==> src/sparse_polynomial_adder_macros.svh <==
// Assertion macros for the sparse polynomial adder.
// Used by the top level only; no other dependencies.
`ifndef SPARSE_POLYNOMIAL_ADDER_MACROS_SVH
`define SPARSE_POLYNOMIAL_ADDER_MACROS_SVH

// Clocked assertion that is switched off while reset is asserted.
`define SPA_ASSERT(lbl, clk, rst_n, prop, msg) \
  lbl: assert property (@(posedge clk) disable iff (!rst_n) (prop)) else $error(msg);

// Clocked assertion that also holds during reset.
`define SPA_ASSERT_ALWAYS(lbl, clk, prop, msg) \
  lbl: assert property (@(posedge clk) (prop)) else $error(msg);

`endif

==> src/spa_pkg.sv <==
// Shared types, sizes and command codes for the sparse polynomial adder.
// No dependencies.
package spa_pkg;

  // Capacity of each term store.
  localparam int MAX_TERMS = 32;
  localparam int ADDR_W    = (MAX_TERMS > 1) ? $clog2(MAX_TERMS) : 1;
  localparam int CNT_W     = $clog2(MAX_TERMS + 1);

  localparam int COEF_W = 32;
  localparam int EXPO_W = 16;
  localparam int SUM_W  = COEF_W + 1;

  // Command codes of an input item.
  localparam logic [1:0] CMD_LOAD_FIRST  = 2'd0;
  localparam logic [1:0] CMD_LOAD_SECOND = 2'd1;
  localparam logic [1:0] CMD_ADD         = 2'd2;

  // One stored term.
  typedef struct packed {
    logic signed [COEF_W-1:0] coef;
    logic [EXPO_W-1:0]        expo;
  } term_t;

  // Which heads the merge unit consumes in one step.
  typedef struct packed {
    logic use_a;
    logic use_b;
  } sel_t;

  // Status of the two store heads, from the sequencer to the merge unit.
  typedef struct packed {
    logic a_valid;
    logic b_valid;
  } head_t;

endpackage

==> src/spa_term_store.sv <==
// Term store: a single-port-write, single-port-read memory of terms.
// Depends on spa_pkg for the term type and the depth.
module spa_term_store (
  input  logic                       clk,
  input  logic                       wr_en,
  input  logic [spa_pkg::ADDR_W-1:0] wr_addr,
  input  spa_pkg::term_t             wr_data,
  input  logic [spa_pkg::ADDR_W-1:0] rd_addr,
  output spa_pkg::term_t             rd_data
);

  spa_pkg::term_t mem [spa_pkg::MAX_TERMS];

  // Write port.
  always_ff @(posedge clk) begin
    if (wr_en) begin
      mem[wr_addr] <= wr_data;
    end
  end

  // Registered read port.
  always_ff @(posedge clk) begin
    rd_data <= mem[rd_addr];
  end

endmodule

==> src/spa_merge_unit.sv <==
// Merge unit: compares the two head exponents and forms one result term.
// Depends on spa_pkg for the term, head and select types.
module spa_merge_unit (
  input  spa_pkg::term_t                  head_a,
  input  spa_pkg::term_t                  head_b,
  input  spa_pkg::head_t                  heads,
  output spa_pkg::sel_t                   sel,
  output logic signed [spa_pkg::SUM_W-1:0] sum_coef,
  output logic [spa_pkg::EXPO_W-1:0]      sum_expo
);

  logic                             a_gt;
  logic                             a_lt;
  logic signed [spa_pkg::SUM_W-1:0] op_a;
  logic signed [spa_pkg::SUM_W-1:0] op_b;

  // Exponent compare decides which heads are consumed.
  assign a_gt = head_a.expo > head_b.expo;
  assign a_lt = head_a.expo < head_b.expo;

  always_comb begin
    sel.use_a = heads.a_valid && (!heads.b_valid || !a_lt);
    sel.use_b = heads.b_valid && (!heads.a_valid || !a_gt);
  end

  // Exact sum of the consumed coefficients.
  assign op_a     = sel.use_a ? spa_pkg::SUM_W'(head_a.coef) : '0;
  assign op_b     = sel.use_b ? spa_pkg::SUM_W'(head_b.coef) : '0;
  assign sum_coef = op_a + op_b;
  assign sum_expo = sel.use_a ? head_a.expo : head_b.expo;

endmodule

==> src/sparse_polynomial_adder.sv <==
// Top level of the sparse polynomial adder: sequencer, stores and output register.
// Depends on spa_pkg, spa_term_store, spa_merge_unit and the assertion macros.
//
// Load items (command 0 or 1) are taken one per cycle and append a term to the
// first or second store; a load into a full store of MAX_TERMS terms is dropped
// and raises terms_dropped on the results of the next add. An add item (command
// 2) holds in_stall high while the merged result is emitted, which has at most
// the sum of the two store counts in terms; one merge unit and one read port per
// store produce one term a cycle while out_stall does not hold the output register.
// The add moves the sequencer into its merge state, where the registered store
// reads feed the merge unit, and each merged term is written to the output
// register. An add on two empty stores emits nothing. Command 3 is ignored.
// Loads may follow as soon as the last term sits in the output register.
`include "sparse_polynomial_adder_macros.svh"

module sparse_polynomial_adder (
  input  logic                                clk,
  input  logic                                rst_n,
  input  logic                                in_valid,
  output logic                                in_stall,
  input  logic [1:0]                          in_command,
  input  logic signed [spa_pkg::COEF_W-1:0]   in_coefficient,
  input  logic [spa_pkg::EXPO_W-1:0]          in_exponent,
  output logic                                out_valid,
  input  logic                                out_stall,
  output logic signed [spa_pkg::SUM_W-1:0]    out_sum_coefficient,
  output logic [spa_pkg::EXPO_W-1:0]          out_term_exponent,
  output logic                                out_last_term,
  output logic                                out_terms_dropped
);

  typedef enum logic {ST_IDLE, ST_MERGE} state_t;

  state_t                           state_r, state_nxt;
  logic [spa_pkg::CNT_W-1:0]        cnt_a_r, cnt_a_nxt;
  logic [spa_pkg::CNT_W-1:0]        cnt_b_r, cnt_b_nxt;
  logic [spa_pkg::CNT_W-1:0]        idx_a_r, idx_a_nxt;
  logic [spa_pkg::CNT_W-1:0]        idx_b_r, idx_b_nxt;
  logic                             ovf_r, ovf_nxt;
  logic                             out_valid_r, out_valid_nxt;
  logic signed [spa_pkg::SUM_W-1:0] out_coef_r;
  logic [spa_pkg::EXPO_W-1:0]       out_expo_r;
  logic                             out_last_r;
  logic                             out_drop_r;

  logic                             in_acc;
  logic                             step;
  logic                             full_a;
  logic                             full_b;
  logic                             wr_a;
  logic                             wr_b;
  logic                             last;
  logic [spa_pkg::CNT_W-1:0]        idx_a_adv;
  logic [spa_pkg::CNT_W-1:0]        idx_b_adv;
  spa_pkg::term_t                   wr_term;
  spa_pkg::term_t                   head_a;
  spa_pkg::term_t                   head_b;
  spa_pkg::head_t                   heads;
  spa_pkg::sel_t                    sel;
  logic signed [spa_pkg::SUM_W-1:0] sum_coef;
  logic [spa_pkg::EXPO_W-1:0]       sum_expo;

  // Handshake decode.
  assign in_stall = (state_r != ST_IDLE);
  assign in_acc   = in_valid && !in_stall;
  assign step     = (state_r == ST_MERGE) && (!out_valid_r || !out_stall);

  // Load path into the two stores.
  assign full_a  = cnt_a_r >= spa_pkg::CNT_W'(spa_pkg::MAX_TERMS);
  assign full_b  = cnt_b_r >= spa_pkg::CNT_W'(spa_pkg::MAX_TERMS);
  assign wr_a    = in_acc && (in_command == spa_pkg::CMD_LOAD_FIRST) && !full_a;
  assign wr_b    = in_acc && (in_command == spa_pkg::CMD_LOAD_SECOND) && !full_b;
  assign wr_term = '{coef: in_coefficient, expo: in_exponent};

  spa_term_store u_store_a (
    .clk     (clk),
    .wr_en   (wr_a),
    .wr_addr (cnt_a_r[spa_pkg::ADDR_W-1:0]),
    .wr_data (wr_term),
    .rd_addr (idx_a_nxt[spa_pkg::ADDR_W-1:0]),
    .rd_data (head_a)
  );

  spa_term_store u_store_b (
    .clk     (clk),
    .wr_en   (wr_b),
    .wr_addr (cnt_b_r[spa_pkg::ADDR_W-1:0]),
    .wr_data (wr_term),
    .rd_addr (idx_b_nxt[spa_pkg::ADDR_W-1:0]),
    .rd_data (head_b)
  );

  // Shared merge unit works on the registered heads.
  assign heads.a_valid = idx_a_r < cnt_a_r;
  assign heads.b_valid = idx_b_r < cnt_b_r;

  spa_merge_unit u_merge (
    .head_a   (head_a),
    .head_b   (head_b),
    .heads    (heads),
    .sel      (sel),
    .sum_coef (sum_coef),
    .sum_expo (sum_expo)
  );

  assign idx_a_adv = idx_a_r + spa_pkg::CNT_W'(sel.use_a);
  assign idx_b_adv = idx_b_r + spa_pkg::CNT_W'(sel.use_b);
  assign last      = (idx_a_adv >= cnt_a_r) && (idx_b_adv >= cnt_b_r);

  // Sequencer next-state logic.
  always_comb begin
    state_nxt     = state_r;
    cnt_a_nxt     = cnt_a_r;
    cnt_b_nxt     = cnt_b_r;
    idx_a_nxt     = idx_a_r;
    idx_b_nxt     = idx_b_r;
    ovf_nxt       = ovf_r;
    out_valid_nxt = out_valid_r && out_stall;
    unique case (state_r)
      ST_IDLE: begin
        idx_a_nxt = '0;
        idx_b_nxt = '0;
        if (in_acc) begin
          if (wr_a) begin
            cnt_a_nxt = cnt_a_r + 1'b1;
          end
          if (wr_b) begin
            cnt_b_nxt = cnt_b_r + 1'b1;
          end
          if ((in_command == spa_pkg::CMD_LOAD_FIRST && full_a) ||
              (in_command == spa_pkg::CMD_LOAD_SECOND && full_b)) begin
            ovf_nxt = 1'b1;
          end
          if (in_command == spa_pkg::CMD_ADD) begin
            if (cnt_a_r != '0 || cnt_b_r != '0) begin
              state_nxt = ST_MERGE;
            end else begin
              ovf_nxt = 1'b0;
            end
          end
        end
      end
      ST_MERGE: begin
        if (step) begin
          idx_a_nxt     = idx_a_adv;
          idx_b_nxt     = idx_b_adv;
          out_valid_nxt = 1'b1;
          if (last) begin
            state_nxt = ST_IDLE;
            cnt_a_nxt = '0;
            cnt_b_nxt = '0;
            ovf_nxt   = 1'b0;
          end
        end
      end
      default: state_nxt = ST_IDLE;
    endcase
  end

  // State and registered outputs.
  always_ff @(posedge clk) begin
    if (!rst_n) begin
      state_r     <= ST_IDLE;
      cnt_a_r     <= '0;
      cnt_b_r     <= '0;
      idx_a_r     <= '0;
      idx_b_r     <= '0;
      ovf_r       <= 1'b0;
      out_valid_r <= 1'b0;
    end else begin
      state_r     <= state_nxt;
      cnt_a_r     <= cnt_a_nxt;
      cnt_b_r     <= cnt_b_nxt;
      idx_a_r     <= idx_a_nxt;
      idx_b_r     <= idx_b_nxt;
      ovf_r       <= ovf_nxt;
      out_valid_r <= out_valid_nxt;
      if (step) begin
        out_coef_r <= sum_coef;
        out_expo_r <= sum_expo;
        out_last_r <= last;
        out_drop_r <= ovf_r;
      end
    end
  end

  assign out_valid           = out_valid_r;
  assign out_sum_coefficient = out_coef_r;
  assign out_term_exponent   = out_expo_r;
  assign out_last_term       = out_last_r;
  assign out_terms_dropped   = out_drop_r;

  // Checks on the sequencer.
  `SPA_ASSERT(a_heads_left, clk, rst_n, (state_r == ST_MERGE) |-> (heads.a_valid || heads.b_valid), "merge running with both stores exhausted")
  `SPA_ASSERT(a_idx_bound, clk, rst_n, (state_r == ST_MERGE) |-> (idx_a_r <= cnt_a_r && idx_b_r <= cnt_b_r), "merge index ran past its store count")
  `SPA_ASSERT(a_end_clear, clk, rst_n, (step && last) |=> (cnt_a_r == '0 && cnt_b_r == '0 && !ovf_r && state_r == ST_IDLE), "stores not emptied after the last term")
  `SPA_ASSERT(a_cnt_cap, clk, rst_n, (cnt_a_r <= spa_pkg::CNT_W'(spa_pkg::MAX_TERMS)) && (cnt_b_r <= spa_pkg::CNT_W'(spa_pkg::MAX_TERMS)), "store count above capacity")

endmodule

==> config.mk <==
export PLATFORM = sky130hd
export DESIGN_NAME = sparse_polynomial_adder
export DESIGN_NICKNAME = d
export VERILOG_FILES = /design/src/spa_pkg.sv /design/src/spa_term_store.sv /design/src/spa_merge_unit.sv /design/src/sparse_polynomial_adder.sv
export VERILOG_INCLUDE_DIRS = /design/src /design/src/src
export SDC_FILE = /design/constraint.sdc
export NUM_CORES = 2
export LEC_CHECK = 0
export ABC_AREA = 1
export BUFFER_PORTS_ARGS = -buffer_cell sky130_fd_sc_hd__buf_4
export CAP_MARGIN = 0
export CORE_MARGIN = 3
export CORE_UTILIZATION = 40
export DETAILED_ROUTE_END_ITERATION = 8
export SETUP_SLACK_MARGIN = 0.3
export SLEW_MARGIN = 20
export SYNTH_ARGS = -nofsm -noshare
export SYNTH_HDL_FRONTEND = slang
export SYNTH_SLANG_ARGS = --single-unit
==> constraint.sdc <==
create_clock -name clk -period 5.7 [get_ports clk]
set_input_delay 1.14 -clock clk [delete_from_list [all_inputs] [get_ports clk]]
set_output_delay 1.14 -clock clk [all_outputs]
set_load 0.02 [all_outputs]
======== After elaboration in Yosys (flattened, before gate mapping) ========
Memory sizes are Yosys's and may differ from the RTL's. A register that Yosys moved wholly into a read port is not among the register bits.
Cells that the tools add are included.
word-level totals
  register bits after elaboration ......... 78
  bits in writable memories ............... 3072
  input port bits ......................... 54
  output and inout bits ................... 53
  logic and storage cells ................. 103
  memories kept ........................... 2
operators by class
  add/sub/neg operators ................... 5
  order comparisons ....................... 8
  equality and inequality tests ........... 7
  mux-type cells .......................... 34
  bitwise gates (word level) .............. 1
  reduce and logical (&&, ||, !) cells .... 33
memory list
  memory         words  width  rd ports  clocked after memory_dff  wr ports  RTL line              RTL
  u_store_a.mem  32     48     1         1                         1         spa_term_store.sv:12  spa_pkg::term_t mem [spa_pkg::MAX_TERMS];
  u_store_b.mem  32     48     1         1                         1         spa_term_store.sv:12
operators with widths
  kind                 count
  $mux 33              2
  $mux 6               8
  $pmux 6 s2           4
  $add 33x33->33       1
  $mux 1               17
  $gt 16x16->1         1
  $lt 16x16->1         1
  $mux 16              1
  $add 6x1->6          2
  $add 6x1->6 const B  2
  $ge 6x6->1           2
  $ge 6x6->1 const B   2
  $logic_and 1x1->1    12
  $lt 6x6->1           2
  $reduce_bool 6->1    2
  $logic_not 1->1      9
  $ne 2x1->1 const B   4
  $reduce_and 4->1     2
  $logic_or 1x1->1     5
  $pmux 1 s2           2
  $reduce_and 3->1     1
  $eq 2x1->1 const B   1
  $eq 2x2->1 const B   1
  $logic_not 2->1      1
  other kinds (3)      3

======== Logic depth before layout (Yosys ltp) ========
  depth after elaboration ................. 10
  mapped depth ............................ 26
  gate-level depth less buffers ........... 25

======== By module ========
A second synthesis with hierarchy kept.
second synthesis, totals
  cell total of the unflattened synthesis .. 11629
  area total of the unflattened synthesis .. 133051.4 µm²
modules (own cells, without submodules)
  module                   instances  cells an instance  area an instance (µm²)  seq. area each (µm²)
  spa_term_store           2          5279               62966.6                 47085.2
  sparse_polynomial_adder  1          344                3594.7                  2072.0
  spa_merge_unit           1          727                3523.4                  0.0

======== Worst setup path before layout ========
Ideal clock, no wire load.
  path type ............................... input to register
  from .................................... input in_command[0]
  to ...................................... memory u_store_a.mem[0][0] (netlist name), enable pin
  setup time .............................. 0.454 ns
  arrival ................................. 4.092 ns
  required time ........................... 5.246 ns
  slack ................................... 1.154 ns
  stages on the path ...................... 4
  buffers on the path ..................... 0
  cell sequence ........................... or2_2 nor3_1 nand2_1 nor2_1
between the ends
  longest elaborated chain between the ends .. 5
RTL lines
  item                            RTL line                       RTL
  from (decl)                     sparse_polynomial_adder.sv:21  input logic [1:0] in_command,
  $logic_not 2->1                 sparse_polynomial_adder.sv:71  assign wr_a = in_acc && (in_command == spa_pkg::CMD_LOAD_FIRST) && !full_a;
  $logic_and 1x1->1 (2 in a row)  sparse_polynomial_adder.sv:71
  $mux 1                          spa_term_store.sv:16           if (wr_en) begin
  $mux 1 (not written as such)    spa_term_store.sv:17           mem[wr_addr] <= wr_data;
  to (decl)                       spa_term_store.sv:12
No other way between the ends.

======== Final worst setup path ========
  from .................................... register cnt_b_r[3] (netlist name)
  to ...................................... register out_coef_r, in the netlist out_sum_coefficient[23], data pin
between the ends
  longest elaborated chain between the ends .. 6
  elaborated cells between the ends (all ways) .. 8
  those cells by class .................... add/sub (1); order compare (1); mux (2); reduce/logical (4)
RTL lines
  item                    RTL line                        RTL
  from (decl)             sparse_polynomial_adder.sv:36   logic [spa_pkg::CNT_W-1:0] cnt_b_r, cnt_b_nxt;
  from (signal assigned)  sparse_polynomial_adder.sv:173  cnt_b_r <= cnt_b_nxt;
  $lt 6x6->1 (*)          sparse_polynomial_adder.sv:95   assign heads.b_valid = idx_b_r < cnt_b_r;
  $logic_not 1->1         spa_merge_unit.sv:22            sel.use_a = heads.a_valid && (!heads.b_valid || !a_lt);
  $logic_or 1x1->1        spa_merge_unit.sv:22
  $logic_and 1x1->1       spa_merge_unit.sv:22
  $mux 33                 spa_merge_unit.sv:27            assign op_a = sel.use_a ? spa_pkg::SUM_W'(head_a.coef) : '0;
  $add 33x33->33 (*)      spa_merge_unit.sv:29            assign sum_coef = op_a + op_b;
  net sum_coef (one bit)  sparse_polynomial_adder.sv:60   logic signed [spa_pkg::SUM_W-1:0] sum_coef;
  to (signal assigned)    sparse_polynomial_adder.sv:179  out_coef_r <= sum_coef;
  to (decl)               sparse_polynomial_adder.sv:41   logic signed [spa_pkg::SUM_W-1:0] out_coef_r;
Mark *: on every way through the listed nets, which the timed path passes. The rest lies on a longest branch.
A chain may end at the register's enable or synchronous reset.

==> summary.md <==
| Metric | Value |
|---|---|
| CP max-delay cell | buf_4 |
| RR Endpoint | out_sum_coefficient[23]$_DFFE_PP_ |
| Syn Inst Count | 13,380 |
| WHS Endpoint | cnt_b_r[5]$_SDFFE_PN0P_ |
| Slew Viols, Final | 0 |
| Clock-pin slew on the worst setup and hold paths | 0.06 ns |
| GRT overflow | 0 |
| PortBufs | 106 |
| Final ANT Viol Nets | 0 |
| Placeable Area | 357,000 sq um |
| Hold Path Depth | 2 |
| Layout cell share with drive strength beyond 1 | 0.06740 |
| Initial drt markers | ~11,000 |
| Lkg Pwr | 63.15 nW |
| Synth Register Bits | between 3,000 and 4,000 |
| R2R depth | 20 |
| DRC viols | 0 |
| Synth cell types | 39 |
| Vias in the first global route | about 90,000 |
| Die ar. | 366,900 sq um |
| Hold Path Class | reg -> reg |
| Post-detail-place hpwl | between 200 and 250 mm |
| H-tree depth | 5 |
| CTS tree | built |
| Hold path startpoint | cnt_b_r[5]$_SDFFE_PN0P_ |
| First-pass GRT wire length | around 630 mm |
| Sequential area share after synthesis | 0.6689 |
| Clock Sinks | about 3,200 |
| Tmin final | 4.732 ns |
| Worst reg2reg path startpoint | cnt_b_r[3]$_SDFFE_PN0P_ |
| Largest stage delay, worst path | between 0.4 and 0.5 ns |
| Total of warnings raised by yosys | 0 |
| Via Count | 98,030 |
| CP cell instances | inv_1, ha_1, a21oi_1, o21ai_0, a21oi_1, nand3_1, buf_4, nand2_2, buf_4, nor2_1, ha_1, a21oi_1, nand2_1, nand2_1, nand3_1, nand2_1, nand2_1, nand2_1, nand2_1, xor2_1 |
| Setup crit end kind | flop |
| Synthesized net count | 13,520 |
| Tightest Pin Transition | between 1 and 1.5 ns |
| CTS Root Cell | clkbuf_16 |
| Class of the most critical setup path | reg -> reg |
| Final hold violations | 0 |
| Max-Cap Viols | 0 |
| Post-CTS setup repair buffer count | 0 |
| Slew HR | 0.2020 |
| Fin util | 0.4517 |
| RSZ-0062 raised after global routing | false |
| Hold_buf cts | 0 |
| Fillers | 32,560 |
| Final period util | 0.8302 |
| Power density cells | approximately 300 nW/um^2 |
| Largest net degree at the start of global routing | approximately 180 |
| Routability cong. | 0.8732 |
| Longest Clk Path Bufs | 4 |
| # resized after CTS | 0 |
| Status | completed |
| Commonest non-fill, non-tap cell in the layout | nand3_1 |
| # nets final | 13,360 |
| CP dominant cell by count | nand2_1 |
| Initial Util | 0.4030 |
| Final setup skew | about 0.036 ns |
| Vias per cell | 5.370 |
| Final setup viols | 0 |
| Cell row count | 219 |
| Peak Freq | 0.2113 GHz |
| DRT Wirelength | 434.5 mm |
| Startpoint Class | flop |
| Tot Pwr | 0.04884 W |
| Max FO, Critical Path | 48 |
| Setup TNS Final | 0 ns |
| Worst skew pair latency | just under 0.9 ns |
| R2r setup slk | ~0.97 ns |
| IO Count | about 110 |
| Die Wd | ~610 microns |
| Area grow syn2layout | 12.09% |
| Drt wl/cell | roughly 24 microns |
| Die height | 605.7 microns |
| Detailed Routing Iterations Pass 1 | 6 |
| Critical path arrival | 5.33 ns |
| Initial antenna violation count | 21 |
| Syn Std Cell Area | 143,900 sq um |
| Num CTS Buffers | 337 |
| Avg Cell Area, Syn | 10.75 sq um |
| Critical Path RT | 6.30 ns |
| Worst vdd ir | 212.6 uV |
| Most frequent cells in the layout | nand3_1 (3,332), edfxtp_1 (3,123), inv_1 (2,261), nand2_1 (2,226), nand3b_1 (962) |
| Gr usage total | 0.2308 |
==> area by class of cell <==
class / instances / area (sq um) / area share
clock buffers: 463 / 9439 / 0.05853
well taps: 4751 / 5944 / 0.03686
repair buffers: 345 / 3829 / 0.02374
inverters: 2273 / 8572 / 0.05315
diodes: 16 / 40.04 / 0.0002483
multi-input cells: 7023 / 35980 / 0.2231
clock inverters: 136 / 1226 / 0.007603
flip-flops and latches: 3246 / 96240 / 0.5968
==> where the power goes <==
group,switching [W],internal (W)
sequential,0.0000520,0.0262
clock,0.00909,0.0125
combinational,0.000769,0.000191
==> Yosys cell counts, drive strengths merged <==
library cell	instances	area (sq um)
or3b	1	8.760
nand2b	1	6.260
xor2	28	245.2
nor3	14	70.07
a21o	4	30.03
nand3b	962	7222
o21a	6	45.04
inv	2273	8532
fa	1	20.02
nor2	202	773.2
and2	1	6.260
o21ai	45	225.2
nor3b	1	7.510
a21oi	78	390.4
o211ai	1	7.510
ha	82	1026
o211a	1	10.01
nor4	2	12.51
dfxtp	123	2462
o21bai	1	7.510
nand2	2235	8397
clkbuf	325	1220
o22ai	3	31.28
buf	517	2509
edfxtp	3123	93780
xnor2	3	26.28
a22oi	1	7.510
or2	1	6.260
nand3	3334	16690
nand4	12	75.07
a21boi	3	22.52
==> registers in the layout, summed over array words and instances, names as in the netlist, 6 cells and up <==
signal,cells
cnt_a_r,6
cnt_b_r,6
idx_a_r,6
idx_b_r,6
out_sum_coefficient,33
out_term_exponent,16
u_store_a.mem,1536
u_store_a.rd_data,48
u_store_b.mem,1536
u_store_b.rd_data,48
==> how the worst max path moves through the flow <==
stage / startpoint / to / cells after the start
2_1_floorplan: in_command[0] / u_store_a.mem[0][0]$_DFFE_PP_ / 4
3_3_place_gp: cnt_a_r[3]$_SDFFE_PN0P_ / u_store_b.rd_data[44]$_DFF_P_ / 20
3_5_place_dp: cnt_a_r[3]$_SDFFE_PN0P_ / u_store_b.rd_data[43]$_DFF_P_ / 20
4_1_cts: cnt_a_r[3]$_SDFFE_PN0P_ / u_store_b.rd_data[43]$_DFF_P_ / 20
5_1_grt: cnt_a_r[3]$_SDFFE_PN0P_ / u_store_b.rd_data[42]$_DFF_P_ / 20
6_report: cnt_b_r[3]$_SDFFE_PN0P_ / out_sum_coefficient[23]$_DFFE_PP_ / 20
==> critical path, delay by kind of cell, from the launching register on <==
kind                     cells  cell delay (ns)
AND/OR/NAND/NOR             10             1.19
buffers and inverters        3             0.84
adder cells (fa/ha/maj)      2             0.80
AO/OA/AOI/OAI                4             0.72
flip-flops                   1             0.45
XOR/XNOR                     1             0.43
==> layer usage <==
layer / global-route usage / vias to the layer above / wire [microns] / share of wire
met3: 0.03370 / 727 / 32770 / 0.075
met5: 0 / - / 13 / 0.000030
met2: 0.3753 / 3818 / 204300 / 0.47
li1: - / 44920 / - / -
met4: 0.09361 / 2 / 17860 / 0.041
met1: 0.3107 / 48560 / 179600 / 0.41
==> per-stage QoR <==
step                      std cells  hold WS, ns  setup slack [ns]  instance area [sq um]
final                         18250       0.5127            0.9679                 161300
after global placement        17640       0.4849             1.042                 150600
after CTS                     18240       0.5079             1.013                 161200
after detailed placement      17640       0.4944             1.047                 150600
after floorplan               13380       0.4197             1.154                 143900
after global routing          18250       0.5226            0.5935                 161300
==> cell families (layout without fill, tap and decap cells) <==
group	count (synthesis)	in the layout	synth area share
AOI/OAI and AO/OA	143	143	0.005401
xor gates and xnor gates	31	31	0.001887
adders and majority gates	83	83	0.007270
buffers and inverters	3115	3217	0.08522
DFF	3246	3246	0.6689
other	0	16	0
and+or+nand+nor	6766	6766	0.2313
No activity file was read; power rests on OpenSTA's default activity.
